--- config.mk ---
export PLATFORM = sky130hd
export DESIGN_NAME = svg_back
export DESIGN_NICKNAME = d
export VERILOG_FILES = /design/src/hdl/svg_pkg.sv /design/src/hdl/svg_back.sv
export VERILOG_INCLUDE_DIRS = /design/src /design/src/hdl
export SDC_FILE = /design/constraint.sdc
export NUM_CORES = 1
export LEC_CHECK = 0
export BUFFER_PORTS_ARGS = -buffer_cell sky130_fd_sc_hd__buf_2
export CORE_MARGIN = 5
export CORE_UTILIZATION = 64
export DETAILED_ROUTE_END_ITERATION = 10
export PLACE_DENSITY = 0.85
export SYNTH_ARGS = -nofsm -noshare
export SYNTH_HDL_FRONTEND = slang
export SYNTH_SLANG_ARGS = --single-unit
--- constraint.sdc ---
create_clock -name clk -period 11.1 [get_ports clk]
set_input_delay 2.775 -clock clk [delete_from_list [all_inputs] [get_ports clk]]
set_output_delay 2.775 -clock clk [all_outputs]
set_load 0.01 [all_outputs]
--- src/hdl/assert_macros.svh ---
// ----------------------------------------------------------------------------
// assert_macros.svh
// Assertion macros shared by the gradient block. They expect clk and rst_n
// in the scope where they are used.
// ----------------------------------------------------------------------------
`ifndef ASSERT_MACROS_SVH
`define ASSERT_MACROS_SVH

// The property must hold at every clock edge outside reset.
`define SVG_ASSERT(label, prop, msg) \
    label: assert property (@(posedge clk) disable iff (!rst_n) prop) else $error(msg);

// The condition must never be true at a clock edge outside reset.
`define SVG_NEVER(label, cond, msg) \
    label: assert property (@(posedge clk) disable iff (!rst_n) !(cond)) else $error(msg);

`endif

--- src/hdl/svg_pkg.sv ---
// ----------------------------------------------------------------------------
// svg_pkg
// Types and constants shared by the vertical Sobel gradient modules.
// ----------------------------------------------------------------------------
package svg_pkg;

    localparam int MAX_WIDTH_DEF = 4096;

    localparam int PIX_W  = 8;
    localparam int CNT_W  = 12;
    localparam int DIM_W  = 13;

    localparam int CFG_IDX_W  = 1;
    localparam int CFG_DATA_W = 13;

    localparam logic [CFG_IDX_W-1:0] REG_IMAGE_WIDTH  = 1'd0;
    localparam logic [CFG_IDX_W-1:0] REG_IMAGE_HEIGHT = 1'd1;

    localparam logic [DIM_W-1:0] IMAGE_WIDTH_RST  = 13'd640;
    localparam logic [DIM_W-1:0] IMAGE_HEIGHT_RST = 13'd480;
    localparam logic [DIM_W-1:0] DIM_MIN          = 13'd3;
    localparam logic [DIM_W-1:0] HEIGHT_MAX       = 13'd4096;

    localparam int QDEPTH = 4;
    localparam int QPTR_W = 2;
    localparam int LVL_W  = 3;

    typedef struct packed {
        logic [2:0][PIX_W-1:0] top_row;
        logic [2:0][PIX_W-1:0] bot_row;
        logic [CNT_W-1:0]      row;
        logic [CNT_W-1:0]      col;
        logic                  last;
    } job_t;

endpackage

--- src/hdl/svg_back.sv ---
// ----------------------------------------------------------------------------
// svg_back
// Holds the job queue, computes the clamped vertical gradient of the head
// job and presents it in the output register.
// ----------------------------------------------------------------------------
`include "assert_macros.svh"

module svg_back (
    input  logic                        clk,
    input  logic                        rst_n,
    input  logic                        push_valid,
    input  svg_pkg::job_t               push_job,
    output logic [svg_pkg::LVL_W-1:0]   level,
    output logic                        out_valid,
    input  logic                        out_ready,
    output logic [svg_pkg::CNT_W-1:0]   out_row,
    output logic [svg_pkg::CNT_W-1:0]   out_col,
    output logic [svg_pkg::PIX_W-1:0]   out_grey,
    output logic                        out_last
);

    svg_pkg::job_t                q_reg [svg_pkg::QDEPTH];
    logic [svg_pkg::QPTR_W-1:0]   wr_ptr_reg;
    logic [svg_pkg::QPTR_W-1:0]   rd_ptr_reg;
    logic [svg_pkg::LVL_W-1:0]    level_reg;
    logic [svg_pkg::LVL_W-1:0]    level_next;
    logic                         pop;
    svg_pkg::job_t                head;

    logic [9:0]                   sum_top;
    logic [9:0]                   sum_bot;
    logic signed [10:0]           diff;
    logic [svg_pkg::PIX_W-1:0]    grey;

    logic                         out_valid_reg;
    logic [svg_pkg::CNT_W-1:0]    out_row_reg;
    logic [svg_pkg::CNT_W-1:0]    out_col_reg;
    logic [svg_pkg::PIX_W-1:0]    out_grey_reg;
    logic                         out_last_reg;

    assign head = q_reg[rd_ptr_reg];
    assign pop  = (level_reg != '0) && (!out_valid_reg || out_ready);

    always_comb
    begin
        sum_top = {2'b00, head.top_row[0]} + {1'b0, head.top_row[1], 1'b0}
                + {2'b00, head.top_row[2]};
        sum_bot = {2'b00, head.bot_row[0]} + {1'b0, head.bot_row[1], 1'b0}
                + {2'b00, head.bot_row[2]};
        diff = $signed({1'b0, sum_top}) - $signed({1'b0, sum_bot});
        if (diff < 11'sd0)
        begin
            grey = '0;
        end
        else if (diff > 11'sd255)
        begin
            grey = 8'd255;
        end
        else
        begin
            grey = diff[7:0];
        end
        level_next = level_reg + {{(svg_pkg::LVL_W-1){1'b0}}, push_valid}
                   - {{(svg_pkg::LVL_W-1){1'b0}}, pop};
    end

    always_ff @(posedge clk or negedge rst_n)
    begin
        if (!rst_n)
        begin
            wr_ptr_reg    <= '0;
            rd_ptr_reg    <= '0;
            level_reg     <= '0;
            out_valid_reg <= 1'b0;
        end
        else
        begin
            if (push_valid)
            begin
                wr_ptr_reg <= wr_ptr_reg + svg_pkg::QPTR_W'(1);
            end
            if (pop)
            begin
                rd_ptr_reg <= rd_ptr_reg + svg_pkg::QPTR_W'(1);
            end
            level_reg <= level_next;
            if (pop)
            begin
                out_valid_reg <= 1'b1;
            end
            else if (out_ready)
            begin
                out_valid_reg <= 1'b0;
            end
        end
    end

    always_ff @(posedge clk)
    begin
        if (push_valid)
        begin
            q_reg[wr_ptr_reg] <= push_job;
        end
        if (pop)
        begin
            out_row_reg  <= head.row;
            out_col_reg  <= head.col;
            out_grey_reg <= grey;
            out_last_reg <= head.last;
        end
    end

    assign level     = level_reg;
    assign out_valid = out_valid_reg;
    assign out_row   = out_row_reg;
    assign out_col   = out_col_reg;
    assign out_grey  = out_grey_reg;
    assign out_last  = out_last_reg;

    `SVG_NEVER(a_q_overflow, push_valid && !pop && 32'(level_reg) == svg_pkg::QDEPTH, "queue overflow")
    `SVG_NEVER(a_q_level_range, 32'(level_reg) > svg_pkg::QDEPTH, "queue level out of range")
    `SVG_ASSERT(a_pop_loads_out, pop |=> out_valid_reg, "popped job not presented")

endmodule

Word-level counts from Yosys, hierarchy flattened
Memory sizes are Yosys's and may differ from the RTL's.
Cells that the tools add are included.
{ "classes": {"muxes": 5, "add_sub_neg": 9, "magnitude_cmp": 2, "reduce_logical": 5} }
{ "ops": {"columns": ["op", "n"], "rows": [
  ["$add A10 B8 Y10", 2],
  ["$add A8 B9 Y10", 2],
  ["$gt A11 B9 Y1 const B", 1],
  ["$lt A11 B1 Y1 const B", 1],
  ["$sub A10 B10 Y11", 1],
  ["$mux W8", 1],
  ["$add A2 B1 Y2 const B", 2],
  ["$mux W1", 4],
  ["$add A3 B1 Y3", 1],
  ["$reduce_bool A3 Y1", 1],
  ["$sub A3 B1 Y3", 1],
  ["$reduce_bool A2 Y1", 1],
  ["$logic_and A1 B1 Y1", 1],
  ["$logic_not A1 Y1", 1],
  ["$logic_or A1 B1 Y1", 1]
]} }
{ "word_totals": {"out_inout_bits": 37, "mem_bits_rw": 292, "register_bits": 41, "word_cells": 30, "n_memories": 1, "inputBits": 77} }
{ "memory_table": {"columns": ["memory", "words", "width", "rd", "rd_ports_with_merged_regs", "wr", "line", "rtl"], "rows": [
  ["q_reg", 4, 73, 1, 0, 1, "svg_back.sv:22", "svg_pkg::job_t q_reg [svg_pkg::QDEPTH];"]
]} }

Longest topological paths before layout
An unclocked memory read counts as a cell.
{ "depth": {"depth_word": 6, "mapped_depth": 17, "mapped_depth_nobuf": 15} }

Worst setup path after synthesis
No wires, ideal clock.
{ "synth_timing": {"kind": "input-to-reg", "start": "in out_ready", "end": "reg level_reg (netlist bit level[2])", "t_required_ns": 10.977, "arrival_time_ns": 5.828, "setup_slack_ns": 5.149, "cell_stages": 8, "path_buffers": 0, "setup_time_ns": 0.123, "path_cell_list": "inv_1 -> a21oi_1 -> ha_1 -> inv_1 -> ha_1 -> inv_1 -> fa_1 -> xnor2_1"} }
{ "synth_between": {"elab_chain_cells": 3} }
{ "synth_lines": {"columns": ["item", "line", "rtl"], "rows": [
  ["start: declaration", "svg_back.sv:15", "input logic out_ready,"],
  ["$logic_or A1 B1 Y1", "svg_back.sv:42", "assign pop = (level_reg != '0) && (!out_valid_reg || out_ready);"],
  ["$logic_and A1 B1 Y1", "svg_back.sv:42", null],
  ["named net pop", "svg_back.sv:27", "logic pop;"],
  ["$sub A3 B1 Y3", "svg_back.sv:64", "- {{(svg_pkg::LVL_W-1){1'b0}}, pop};"],
  ["named net level_next (one bit)", "svg_back.sv:26", "logic [svg_pkg::LVL_W-1:0] level_next;"],
  ["end signal: assignment", "svg_back.sv:86", "level_reg <= level_next;"],
  ["end: declaration", "svg_back.sv:25", "logic [svg_pkg::LVL_W-1:0] level_reg;"]
]} }
The timed path passes the listed nets, and every way through them passes these cells.
A chain may end at the register's enable or synchronous reset.

Final worst setup path
{ "layout_timing": {"start": "reg rd_ptr_reg[0] (netlist name)", "end": "reg out_grey_reg (netlist bit out_grey[4]) (data pin)"} }
{ "layout_between": {"elab_chain_cells": 6, "word_cells_on_any_way": 9, "classes_between": "add/sub: 5; order compare: 2; mux: 1; memory: 1"} }
{ "layout_lines": {"columns": ["item", "line", "rtl"], "rows": [
  ["start: declaration", "svg_back.sv:24", "logic [svg_pkg::QPTR_W-1:0] rd_ptr_reg;"],
  ["start signal: assignment", "svg_back.sv:84", "rd_ptr_reg <= rd_ptr_reg + svg_pkg::QPTR_W'(1);"],
  ["$mem_v2 Z4 W73 (*)", null, null],
  ["$add A8 B9 Y10 (on tied branches)", "svg_back.sv:46, svg_back.sv:48", null],
  ["$add A10 B8 Y10 (on tied branches)", "svg_back.sv:47, svg_back.sv:49", null],
  ["$sub A10 B10 Y11 (*)", "svg_back.sv:50", "diff = $signed({1'b0, sum_top}) - $signed({1'b0, sum_bot});"],
  ["$gt A11 B9 Y1", "svg_back.sv:55", "else if (diff > 11'sd255)"],
  ["$mux W8", "svg_back.sv:55", null],
  ["end signal: assignment", "svg_back.sv:108", "out_grey_reg <= grey;"],
  ["end: declaration", "svg_back.sv:38", "logic [svg_pkg::PIX_W-1:0] out_grey_reg;"]
]} }
Mark *: on every way between the ends. The rest lies on a longest branch, timed or not.

==> results.yml <==
clocking:
  cts_buffer_depth: 3
  cts_buffers: 35
  htreeDepth: 2
  post_cts.repair.setup_buffers: 0
  cts_hold_buffers: 0
  root_buffer: "clkbuf_16"
  insertion_delay_ps: 500
  cts_resized: 0
  clock-sinks: 333
  clk_pin_slew_ps: 60
  cts_tree: "yes"
drt:
  dr_total_vias: 6172
  wl_microns: 24100
  drc_errors: 0
  vias_per_cell: 5.87
  drtPass1Iterations: 7
  initialDrtViolationCount: 394
  ant_nets: 0
  wl_per_cell_microns: 22.9
yosys:
  synthAdderAreaFrac_pct: 6.51
  synthMuxAreaShare_pct: 12.4
  seq_area_frac_synth_pct: 74.9
  synth.distinct_cells: 36
  syn_inst: 617
  synth_edf_count: 325
  synth-xor-area-share_pct: 0.593
  syn_area_per_cell_sq_um: 21.5
  yosys_warnings: 0
  synth_fp_nets: 744
  synth_compound_area_share_pct: 1.80
  synth_top_family_by_area: "multiplexers"
  async_flop_share_pct: 2.40
  synthFlopType: "edfxtp_1"
  syn_area_sq_um: 13300
  synthSimpleGateAreaFrac_pct: 0.725
  ys_ff_latch: 333
placed_design:
  dpl.cell_count: 985
  io_buffers: 113
  gp_congestion: 0.757
  dpl.hpwl_microns: 14100
run_status:
  status: "finished, final reports clean"
timing:
  setup-violations-final: 0
  skew_ps: 16.7
  tightest_slew_ps: 1130
  rsz0062_at_grt: "no"
  fmax_mhz: 170
  maxSlewHeadroom_pct: 24.9
  period_needed_ps: 5880
  drv_slew: 0
  post-route-period-util_pct: 52.9
  setup_tns_ps: 0
  finalHoldViolCount: 0
global_route:
  grt_max_degree: 74
  grt-ovfl-total: 0
  grt_pass1_vias: 6754
  grt_use_total_pct: 21.1
  antenna_found_initial: 7
  grt_pass1_wl_microns: 38100
die:
  pin_count: 114
  die-area_sq_um: 23800
  die_y_microns: 154
  num_rows: 52
  coreArea_sq_um: 20400
  start_util_pct: 65.3
  die_w_microns: 154
setup_path:
  startpoint_type: "flip-flop"
  rrSetupSlack_ps: 5220
  critPathArrivalTime_ps: 6090
  worstPathMaxFanout: 48
  path_buf_inv: 4
  critPathTopFamily: "adder cells"
  end_kind: "flip-flop"
  crit_slowest_cell: "buf_4"
  cp.depth: 14
  slowest_delay_ps: 850
  cp_cell_sequence: "buf_4, mux4_2, fa_1, inv_1, fa_1, inv_1, fa_1, inv_1, ha_1, nand2_1, o31ai_2, o221ai_2, a211oi_4, a22oi_1"
  critPathLaunch: "rd_ptr_reg[0]$_DFFE_PN0P_"
  cp-endpoint: "out_grey[4]$_SDFFCE_PN0P_"
  required_ps: 11320
  r2r-end: "out_grey[4]$_SDFFCE_PN0P_"
  r2r_cells: 14
  r2r-start: "rd_ptr_reg[0]$_DFFE_PN0P_"
  criticalPathCategory: "flip-flop to flip-flop"
run:
  drv_cap: 0
cells_and_area:
  area_growth_pct: 14.7
  drive_above_1_share_pct: 32.0
  final_common_cell: "edfxtp_1"
  fill_cells: 1120
  final-instance-count-excl-fill: 1051
  mostFrequentLayoutCells: "edfxtp_1 (325), buf_2 (113), inv_1 (86), mux4_2 (73), clkbuf_16 (35)"
  fin_util_pct: 74.9
  largest_reg_flops: 292
  nNetsFinal: 879
hold_path:
  min_path_type: "flip-flop to flip-flop"
[synthesized netlist by cell type (all sizes together) (5+ instances only)]
master,n,area (sq um)
fa,32,641
ha,18,225
xnor2,5,43.8
buf,13,58.8
clkbuf,5,18.8
edfxtp,325,9760
dfrtp,8,200
mux4,73,1640
a22oi,8,60.1
inv,86,323
[cell type report]
| class | instances | area, sq um | share of cell area, % |
|---|---|---|---|
| inverter | 86 | 323 | 2.12 |
| clock buffer | 46 | 937 | 6.14 |
| antenna | 5 | 12.5 | 0.0820 |
| clock inverter | 15 | 130 | 0.853 |
| timing repair buffer | 116 | 588 | 3.86 |
| tap | 270 | 338 | 2.22 |
| multi-input combinational | 180 | 2960 | 19.4 |
| sequential | 333 | 9970 | 65.4 |
[per-stage QoR]
stage	area, sq um	hold slack (ps)	setup WS, ps
global placement	14200	506	5310
global route	15200	605	4770
floorplan	13300	494	5150
detailed placement	14200	553	5140
CTS	15200	562	5120
finish	15300	580	5220
[kinds of logic (layout without fill, tap and decap cells)]
group	Yosys count	after routing
fa+ha+maj	50	50
xor+xnor	9	9
other cells	0	5
buf+inv	104	263
simple gates	18	18
flops	333	333
mux	74	74
compound gates	29	29
[worst min path at each step]
stage | from | depth (start not counted) | slack [ps] | endpoint
6_report | wr_ptr_reg[0]$_DFFE_PN0P_ | 1 | 580 | wr_ptr_reg[0]$_DFFE_PN0P_
4_1_cts | wr_ptr_reg[0]$_DFFE_PN0P_ | 1 | 560 | wr_ptr_reg[0]$_DFFE_PN0P_
3_5_place_dp | wr_ptr_reg[0]$_DFFE_PN0P_ | 1 | 550 | wr_ptr_reg[0]$_DFFE_PN0P_
3_3_place_gp | wr_ptr_reg[0]$_DFFE_PN0P_ | 1 | 510 | wr_ptr_reg[0]$_DFFE_PN0P_
5_1_grt | wr_ptr_reg[0]$_DFFE_PN0P_ | 1 | 600 | wr_ptr_reg[0]$_DFFE_PN0P_
2_1_floorplan | wr_ptr_reg[0]$_DFFE_PN0P_ | 1 | 490 | wr_ptr_reg[0]$_DFFE_PN0P_
[routing by layer]
layer	track usage, %	wire (microns)	vias up
li1	-	-	2684
met1	27.9	9160	3184
met2	35.9	12700	249
met3	4.13	1590	49
met4	7.28	608	6
met5	0	22	-
Power is left out: the tool's default activity adds up to more than one toggle a clock period on the data nets, which glitch-free logic cannot reach.
